[config.mk]
export PLATFORM = sky130hd
export DESIGN_NAME = ias_cell
export DESIGN_NICKNAME = d
export VERILOG_FILES = /design/src/design/ias_pkg.sv /design/src/design/ias_cell.sv
export SDC_FILE = /design/constraint.sdc
export NUM_CORES = 1
export LEC_CHECK = 0
export BUFFER_PORTS_ARGS = -buffer_cell sky130_fd_sc_hd__buf_4
export CORE_MARGIN = 5
export CORE_UTILIZATION = 40
export DETAILED_ROUTE_END_ITERATION = 8
export GPL_TIMING_DRIVEN = 0
export PLACE_DENSITY = 0.73
export SETUP_SLACK_MARGIN = 0.15
export SLEW_MARGIN = 25
export SYNTH_ARGS = -nofsm -noshare
export SYNTH_HDL_FRONTEND = slang
export SYNTH_SLANG_ARGS = --single-unit
[constraint.sdc]
create_clock -name clk -period 2.8 [get_ports clk]
set_input_delay 0.56 -clock clk [delete_from_list [all_inputs] [get_ports clk]]
set_output_delay 0.56 -clock clk [all_outputs]
set_load 0.1 [all_outputs]
[src/design/ias_pkg.sv]
// Shared types for the integer array sorter: cell element and controller states.
package ias_pkg;

	localparam int DataW = 32;

	typedef struct packed {
		logic                    vld;
		logic signed [DataW-1:0] val;
	} elem_t;

	typedef enum logic [1:0] {
		ST_LOAD,
		ST_FLUSH,
		ST_DRAIN
	} state_t;

endpackage

[src/design/ias_cell.sv]
// One sorting cell: keeps the smallest value seen and forwards the rest to its right neighbor.
module ias_cell (
	input  logic          clk,
	input  logic          arst_n,
	input  ias_pkg::elem_t from_left,
	input  ias_pkg::elem_t from_right,
	input  logic          shift_en,
	output ias_pkg::elem_t held,
	output ias_pkg::elem_t pass
);

	ias_pkg::elem_t held_q;
	ias_pkg::elem_t pass_q;

	always_ff @(posedge clk or negedge arst_n) begin
		if (!arst_n) begin
			held_q <= '0;
			pass_q <= '0;
		end else if (shift_en) begin
			held_q     <= from_right;
			pass_q.vld <= 1'b0;
		end else if (from_left.vld && held_q.vld) begin
			if (from_left.val < held_q.val) begin
				held_q.val <= from_left.val;
				pass_q     <= held_q;
			end else begin
				pass_q <= from_left;
			end
		end else begin
			if (from_left.vld) begin
				held_q <= from_left;
			end
			pass_q.vld <= 1'b0;
		end
	end

	assign held = held_q;
	assign pass = pass_q;

endmodule

Word level (Yosys, flattened, before mapping)
Cells that the tools add are included.
{"block": "totals", "inputBits": 69, "word_cells": 22, "output_inout_bits": 66, "ff_bits": 66}
{"block": "classes", "bitwise_logic": 1, "n_eq_ne": 2, "n_lt_le_gt_ge": 1, "n_reduce_logical": 6, "n_mux": 8}
{"cell": "$mux W33", "count": 3}
{"cell": "$mux W32", "count": 2}
{"cell": "$lt A32 B32 Y1", "count": 1}
{"cell": "$reduce_and A2 Y1", "count": 3}
{"cell": "$mux W1", "count": 3}
{"cell": "$ne A3 B2 Y1 const B", "count": 1}
{"cell": "$reduce_bool A3 Y1", "count": 1}
{"cell": "$ne A2 B2 Y1 const B", "count": 1}
{"cell": "$reduce_bool A2 Y1", "count": 1}
{"cell": "$logic_and A1 B1 Y1", "count": 1}
{"cell": "$not A1 Y1", "count": 1}

Depth between registers and ports, before layout
Gate-level depths: netlist of the first run.
{"block": "depth", "depth_word": 4, "ltp_mapped": 10, "mapped_depth_nobuf": 9}

Worst setup path before layout of the first run
Ideal clock, no wire load.
{"block": "synth_timing", "path_type": "register to register", "start": "register held_q (netlist bit held[31])", "end": "register held_q (netlist bit held[0])", "slack_ns": -0.230, "path_stages_with_launch": 10, "n_path_buf": 0, "required_ns": 2.674, "arrival_ns": 2.904, "setup_ns": 0.126, "period_less_slack_ns": 3.030, "path_cell_list": "dfrtp_1 inv_1 ha_1 nand4_2 nor4_4 nand2_2 a31oi_4 nor3_4 o21ai_4 mux2_4"}
{"block": "synth_via", "elab_chain_len": 3}
{"element": "start: declaration", "line_no": "ias_cell.sv:12", "source": "ias_pkg::elem_t held_q;"}
{"element": "start signal: assignment", "line_no": "ias_cell.sv:20", "source": "held_q <= from_right;"}
{"element": "start signal: assignment", "line_no": "ias_cell.sv:31", "source": "held_q <= from_left;"}
{"element": "$lt A32 B32 Y1", "line_no": "ias_cell.sv:23", "source": "if (from_left.val < held_q.val) begin"}
{"element": "$ne A3 B2 Y1 (no line)"}
{"element": "$reduce_and A2 Y1 (no line)"}
Every way passes these cells.
A chain may end at the register's enable or synchronous reset.

Worst setup path in the final report of the first run
{"block": "layout_timing", "start": "register held_q (netlist bit held[30])", "end": "register pass_q (netlist bit pass[7])"}
{"block": "layout_via", "elab_chain_len": 2}
{"element": "$lt A32 B32 Y1", "line_no": "ias_cell.sv:23"}
{"element": "$mux W33", "line_no": "ias_cell.sv:23"}
{"element": "end signal: assignment", "line_no": "ias_cell.sv:25", "source": "pass_q <= held_q;"}
{"element": "end signal: assignment", "line_no": "ias_cell.sv:27", "source": "pass_q <= from_left;"}
{"element": "end: declaration", "line_no": "ias_cell.sv:13", "source": "ias_pkg::elem_t pass_q;"}
Every way passes these cells.

==> impl_results.md, run 1 <==
* Outcome: completed
* Hold Buf Count CTS at 0
* Leak Pwr at 2.71 nW
* Residual DRC at 0
* Row cnt at 36
* Layout area overhead at 43.7%
* Tcrit/Tclk final at 94.4%
* Area leader, netlist: dfrtp_1
* Syn Nets at 474
* Setup CP Type: reg -> reg
* Routed WL per cell at 18.1 um
* DRT Pass-1 Iters at 4
* First-pass GRT wire length at 18.4 mm
* Synth Register Bits at 66
* Cell family with most CP delay: simple AND/OR/NAND/NOR gates
* Crit path launch type: register
* Worst path bufs/invs at 2
* Synth top area cells: dfrtp_1, mux2i_1, ha_1
* Die ar. at 12,100 um2
* HP Class: in -> async
* # diodes at 0
* Min Tclk post-route at 2640 ps
* Yosys warnings at 0
* Netlist cell types at 40
* Clock Tree Buf Depth at 2
* Initial antenna violation count at 0
* Post-synthesis cell area at 4010 um2
* Top cell type's share of synthesized area at 41.2%
* Slew @ Worst Pin at 875 ps
* Slew Limit Fails at 0
* Total gr overflow at 0
* Avg Inst Size Synth at 10.7 um2
* Layout cells sized above 1 at 46.1%
* DR vias at 3,502
* Vias per cell at 5.29
* Core area at 9770 um2
* Clock insertion delay at the later pin of the skew report at 350 ps
* Final hold violations at 0
* Gr usage total at 19.8%
* Final instance area at 5760 um2
* Rel. slew slack at 41.7%
* CP Cell Sequence: inv_1, ha_4, nand4_4, nor4_4, a221o_2, or3_4, nand3b_4, clkbuf_16, nand3_1, o311ai_1
* Syn Inst Count at 374
* Effective utilization at floorplan at 41.0%
* Routed Antenna Nets at 0
* Power Total at 5.97 mW
* Setup violators final at 0
* CP Data Required Time at 3050 ps
* Layout net count at 624
* Port Buffers at 133
* Placed Area at 5230 um2
* I/O Pins at 135
* Max-cap viol count at 0
* Largest stage delay, worst path at 470 ps
* TritonCTS clock tree: built
* Worst setup EP type: register
* CTS root buf: clkbuf_8
* Sink Count at 66
* Post-synthesis sequential area ratio at 41.2%
* Dpl hpwl at 8.65 mm
* Slowest cell on the critical path: dfrtp_4
* Critical Path Fanout Max at 7
* Chip Width at 110 um
* Top achievable clock speed at 378 MHz
* Num CTS Buffers at 9
* PD cells at 1040 nW/um2
* Placed Cells incl. Taps at 640
* Vias in the first global route at 3,653
* Chip height at 110 um
* Clk pin slew, worst setup/hold paths at 70 ps
* Worst Skew at 4.97 ps
* WP data arrival at 2890 ps
* Fin worst setup slack at 157 ps
* Routed wire length at 12.0 mm
* Final Wtd Congestion at 0.795
* H-tree depth at 3
* Pre-CTS setup slack at -102 ps
* Peak supply drop at 831 uV
* Non-filler cells, final at 662
* Largest net degree at the start of global routing at 67
* 1st-iter DRT viols at 150
* RSZ-0062 raised after global routing: true
flip-flops by register name (all words and copies together), names as in the netlist:
name and count:
pass 33, held 33
per-layer routing:
metal  GRT usage [%]  wire length, um  up-vias
met5               0                0        -
met1            25.9             4980     1695
met2            32.1             5970      125
li1                -                -     1666
met4            7.12              183        0
met3            4.83              834       16
report_power, final:
part | leakage [nW] | internal [mW] | switching (mW) | total, mW
Combinational | 1.86 | 0.989 | 2.84 | 3.83
Clock | 0.0872 | 0.342 | 0.371 | 0.714
Sequential | 0.768 | 1.25 | 0.174 | 1.42
Total | 2.71 | 2.58 | 3.39 | 5.97
logic make-up after synthesis:
group / synth area share [%]
compound gates: 13.8
simple gates: 12.3
buf+inv: 6.68
flops: 41.2
mux: 16.4
fa+ha+maj: 9.67
metrics by stage:
stage | setup TNS, ps | hold WS [ps] | util, %
6_report | 0 | 321 | 58.9
5_1_grt | 0 | 388 | 58.9
4_1_cts | 0 | 352 | 55.6
3_5_place_dp | -2390 | 480 | 53.5
3_3_place_gp | -1010 | 471 | 53.5
2_1_floorplan | 0 | 264 | -
cell usage in the layout, fill, tap and decap left out, types with 3 or more instances in the layout:
cell type	synthesis	final
buf_4	2	135
mux2i_1	63	63
nand2_1	43	43
dfrtp_1	66	35
nand3_1	35	28
inv_1	33	27
ha_1	31	25
dfrtp_2	0	23
o311ai_2	10	16
o311ai_1	18	14
clkbuf_1	10	13
a21oi_1	13	11
clkbuf_8	0	10
dfrtp_4	0	8
nand3_2	0	6
ha_4	0	6
o21ai_0	6	5
buf_12	3	4
buf_8	0	4
inv_2	0	3
inv_4	0	3
nand3b_1	3	3
buf_1	3	3
nor2_1	3	3
clkinv_2	0	3
clkbuf_16	0	3
synth_stat cells:
cell	count
nand3b_1	3
a221o_2	1
nand4_1	2
buf_12	3
a31oi_4	1
a41oi_1	1
o311ai_2	10
a21o_1	1
buf_1	3
or3_4	1
a2bb2oi_1	1
nand2b_1	1
o311ai_1	18
nand3_1	35
nand2_1	43
o21ai_0	6
nor3_4	1
inv_1	33
ha_1	31
a2111o_1	1
clkbuf_1	10
mux2i_1	63
mux2_2	1
nor2_1	3
buf_4	2
dfrtp_1	66
nor3_1	3
o21ai_1	1
nor4_4	1
o211ai_1	1
nand2_2	1
a21oi_1	13
o2bb2ai_1	1
mux2_4	1
o21ai_4	1
nand3b_4	1
o21a_1	2
buf_2	4
nand4_2	1
o311ai_0	2
final cells by class:
type / instances / area [um2]
Clock buffer: 13 / 149
Fill cell: 843 / 4010
Tap cell: 133 / 166
Multi-Input combinational cell: 254 / 2300
Inverter: 33 / 131
Sequential cell: 66 / 1710
Buffer: 22 / 188
Clock inverter: 3 / 15.0
Timing Repair Buffer: 138 / 1100
what timing repair did:
item | 4_1_cts | 5_1_grt
setup endpoints to repair | 40 | 62
pin swaps | 1 | 12
gates resized for setup | 5 | 48
gates cloned | 0 | 4
buffers inserted | 2 | 0
hold endpoints to repair | 0 | 0
final timing paths:
path / start / endpoint / slack [ps] / depth (start not counted)
worst min-delay path: arst_n / held[9] / 320 / 1
worst min register to register: pass[31] / pass[31] / 490 / 2
min in group clk: from_right[32] / held[32] / 420 / 3
worst max-delay path: held[30] / pass[7] / 160 / 10
worst max register to register: held[30] / pass[7] / 160 / 10
max in group asynchronous: arst_n / held[27] / 1810 / 1
Power figures use the tool's default switching activity.
==> inputs of run 2 (changes only) <==
- CTS_BUF_LIST: default -> sky130_fd_sc_hd__clkbuf_4 sky130_fd_sc_hd__clkbuf_8
- clock period: 2.8 -> 2.9 ns (I/O delays scaled with it)
==> impl_results.md, run 2 (synthesis results as in run 1) <==
* Setup CP Type: reg -> reg
* Largest net degree at the start of global routing at 67
* Reg2Reg Depth at 10
* Layout net count at 620
* HP Class: in -> async
* Slew Limit Fails at 0
* DR vias at 3,442
* Most frequent cells in the layout: buf_4, mux2i_1, nand2_1
* Leak Pwr at 2.67 nW
* CP Data Required Time at 3130 ps
* CTS root buf: clkbuf_8
* Routed wire length at 11.3 mm
* Final hold violations at 0
* Most common cell after layout, fill and taps aside: buf_4
* Hold Buf Count CTS at 0
* Effective utilization at floorplan at 41.0%
* Critical Path Fanout Max at 10
* Num CTS Buffers at 9
* Residual DRC at 0
* Peak supply drop at 583 uV
* Die ar. at 12,100 um2
* DRT Pass-1 Iters at 4
* # fillers at 880
* Max-cap viol count at 0
* RR Startpoint: held[19]
* Worst setup EP type: register
* Core Util, Final at 55.7%
* PD cells at 1020 nW/um2
* Vias in the first global route at 3,658
* Port Buffers at 133
* WP data arrival at 2810 ps
* # diodes at 0
* Clock Tree Buf Depth at 2
* Total gr overflow at 0
* Worst Setup SP: held[19]
* 1st-iter DRT viols at 118
* Initial antenna violation count at 0
* Chip height at 110 um
* Setup violators final at 0
* H-tree depth at 3
* RR Endpoint: pass[2]
* Chip Width at 110 um
* Min Tclk post-route at 2580 ps
* Worst Skew at 6.63 ps
* RSZ-0062 raised after global routing: true
* Clock insertion delay at the later pin of the skew report at 350 ps
* R2R setup slack at 320 ps
* Clk pin slew, worst setup/hold paths at 70 ps
* Dpl hpwl at 8.51 mm
* Final Wtd Congestion at 0.825
* Row cnt at 36
* Gr usage total at 19.6%
* Slew @ Worst Pin at 877 ps
* Vias per cell at 5.23
* Core area at 9770 um2
* Layout area overhead at 35.7%
* I/O Pins at 135
* Sink Count at 66
* Top achievable clock speed at 387 MHz
* Routed Antenna Nets at 0
* Tcrit/Tclk final at 89.1%
* TritonCTS clock tree: built
* Rel. slew slack at 41.6%
* Fin worst setup slack at 317 ps
* Crit path launch type: register
* Routed WL per cell at 17.2 um
* Layout cells sized above 1 at 39.6%
* Outcome: completed
* Pre-CTS setup slack at -60.5 ps
* Crit path to: pass[2]
* First-pass GRT wire length at 18.4 mm
-- run 2: cell count changes in the layout (fill, tap and decap cells not counted), sizes merged --
cell / delta
nand3b: -1
clkbuf: +1
clkinv: -1
buf: -3
-- run 2: through the flow --
step | power (mW) | std cells | setup TNS [ps] | cell area (um2) | hold WS [ps]
global route | 5.82 | 658 | 0 | 5440 | 433
CTS | 5.57 | 656 | 0 | 5400 | 376
floorplan | 4.00 | 374 | 0 | 4040 | 284
detailed placement | 4.81 | 640 | -900 | 5210 | 489
finish | 5.57 | 658 | 0 | 5440 | 331
global placement | 4.76 | 640 | 0 | 5210 | 486
-- run 2: layer usage --
metal | up-vias | global-route usage [%] | share of wire [%]
met5 | - | 0 | 0
met4 | 0 | 6.86 | 1.5
met3 | 14 | 5.59 | 7.7
met2 | 119 | 31.0 | 47
met1 | 1658 | 25.8 | 44
li1 | 1651 | - | -
-- run 2: critical path: stages, from the launching register on --
cell and delay (ps):
dfrtp_2 410, inv_1 100, ha_1 250, a21oi_1 160, o21ai_1 130, a221o_2 450
or3_4 390, nand3b_4 130, clkbuf_4 230, nand3_1 90, o311ai_0 110
-- run 2: worst min-delay path by stage --
stage | from | to | slack [ps] | cells past startpoint
2_1_floorplan | arst_n | held[0] | 280 | 0
3_3_place_gp | pass[12] | pass[12] | 490 | 2
3_5_place_dp | pass[31] | pass[31] | 490 | 2
4_1_cts | arst_n | pass[11] | 380 | 1
5_1_grt | arst_n | pass[9] | 430 | 1
6_report | arst_n | pass[13] | 330 | 1
-- run 2: timing repair --
item,4_1_cts,5_1_grt
buffers inserted,0,2
resized for setup,0,7
endpoints found under the setup margin,0,61
-- run 2: layout make-up --
type	count	area [um2]	share of cell area [%]
sequential	66	1680	31.0
timing repair buffer	135	1030	18.9
multi-input combinational	253	2100	38.5
clock buffer	14	180	3.31
tap	133	166	3.06
buffer	22	154	2.83
clock inverter	2	10.0	0.184
inverter	33	124	2.28
-- run 2: report_power, final --
part	switching (mW)	total, mW	internal, mW
clock network	0.369	0.767	0.398
registers	0.157	1.35	1.19
logic	2.65	3.45	0.800
total	3.18	5.57	2.39
==> inputs of run 3 (changes only) <==
- CELL_PAD_IN_SITES_DETAIL_PLACEMENT: default -> 0
- CELL_PAD_IN_SITES_GLOBAL_PLACEMENT: default -> 1
- PLACE_DENSITY: 0.73 -> 0.9
- RECOVER_POWER: default -> 100
==> impl_results.md, run 3 (synthesis results as in run 1) <==
* First-pass GRT wire length at 17.9 mm
* Vias per cell at 5.26
* Chip height at 110 um
* Crit path launch type: register
* Peak supply drop at 655 uV
* Routed wire length at 11.2 mm
* Met2 wire length at 5.43 mm
* Rel. slew slack at -12.5%
* RSZ-0062 raised after global routing: true
* Top achievable clock speed at 373 MHz
* WP data arrival at 2900 ps
* DRT Pass-1 Iters at 6
* CTS root buf: clkbuf_8
* Total gr overflow at 0
* Vias in the first global route at 3,710
* Setup violators final at 0
* Outcome: finished, violations left
* HP Class: in -> reg
* CP Cell Sequence: inv_1, ha_1, nand4_1, nor4_4, a221o_2, or3_4, nand3b_4, clkbuf_2, nand3_1, o311ai_0
* Port Buffers at 133
* I/O Pins at 135
* Sink Count at 66
* Gr usage total at 19.1%
* Violated checks: capacitance limit, slew limit
* Initial antenna violation count at 0
* Met3 wire length at 889 um
* Layout cells sized above 1 at 25.3%
* Largest stage delay, worst path at 410 ps
* Dpl hpwl at 8.58 mm
* Final Wtd Congestion at 0.825
* Clock Tree Buf Depth at 2
* Core area at 9770 um2
* Slowest cell on the critical path: a221o_2
* Non-filler cells, final at 658
* Row cnt at 36
* # diodes at 0
* Largest net degree at the start of global routing at 67
* Placed Cells incl. Taps at 640
* PD cells at 1030 nW/um2
* Num CTS Buffers at 9
* Tcrit/Tclk final at 92.4%
* Pre-CTS setup slack at -55.7 ps
* Most common cell after layout, fill and taps aside: clkbuf_1
* Setup CP Type: reg -> reg
* Critical Path Fanout Max at 10
* Leak Pwr at 2.39 nW
* DR vias at 3,463
* Min Tclk post-route at 2680 ps
* Clk pin slew, worst setup/hold paths at 80 ps
* Most frequent cells in the layout: clkbuf_1, buf_4, mux2i_1
* Power Total at 5.29 mW
* Hold_ws at 450 ps
* Placed Area at 5210 um2
* Routed WL per cell at 17.1 um
* Chip Width at 110 um
* Wire length on met1 at 4.73 mm
* Final setup TNS at 0 ps
* Residual DRC at 0
* Die ar. at 12,100 um2
* Max-cap viol count at 1
* Fin worst setup slack at 219 ps
* Routed Antenna Nets at 0
* Clock insertion delay at the later pin of the skew report at 350 ps
* Final instance area at 5130 um2
* H-tree depth at 3
* CP Data Required Time at 3120 ps
* Slew @ Worst Pin at 1690 ps
* Slew Limit Fails at 67
* Worst setup EP type: register
* Effective utilization at floorplan at 41.0%
* Final hold violations at 0
* Core Util, Final at 52.5%
* Layout net count at 620
* Hold Buf Count CTS at 0
* Layout area overhead at 28.0%
* 1st-iter DRT viols at 116
* TritonCTS clock tree: built
* Worst Skew at 14.2 ps
* Top sig layer: met4
[run 3: layout make-up]
cell class	instances	area, um2
clock buffer	9	124
fill	954	4640
sequential	66	1680
timing repair buffer	135	772
inverter	33	124
tap	133	166
multi-input combinational	253	2040
buffer	22	149
clock inverter	7	70.1
[run 3: final timing paths]
| check | from | to | slack, ps | cells past startpoint |
|---|---|---|---|---|
| setup / recovery | held[31] | pass[4] | 220 | 10 |
| hold / removal | from_right[32] | held[32] | 450 | 3 |
| setup reg to reg | held[31] | pass[4] | 220 | 10 |
| hold reg to reg | pass[26] | pass[26] | 510 | 2 |
| max in group asynchronous | arst_n | held[21] | 1110 | 1 |
| min in group asynchronous | arst_n | held[11] | 670 | 1 |
[run 3: power by group]
group | internal (mW) | leakage [nW] | total (mW) | switching [mW]
Sequential | 1.19 | 0.772 | 1.34 | 0.153
Combinational | 0.542 | 1.52 | 3.17 | 2.63
Clock | 0.395 | 0.0990 | 0.769 | 0.374
[run 3: routing by layer]
| layer | vias up | track usage, % |
|---|---|---|
| met2 | 126 | 31.6 |
| met3 | 20 | 4.95 |
| met5 | - | 0 |
| met1 | 1668 | 24.4 |
| li1 | 1649 | - |
| met4 | 0 | 6.24 |
[run 3: worst max-delay path: cells and delay by family, from the launching register on]
| family | cells | cell delay (ps) |
|---|---|---|
| fa+ha+maj | 1 | 340 |
| flops | 1 | 400 |
| compound gates | 2 | 530 |
| buf+inv | 2 | 310 |
| simple gates | 5 | 980 |
[run 3: what timing repair did]
action	CTS	global route
resized for setup	0	5
setup endpoints to repair	0	60
setup buffers	0	2
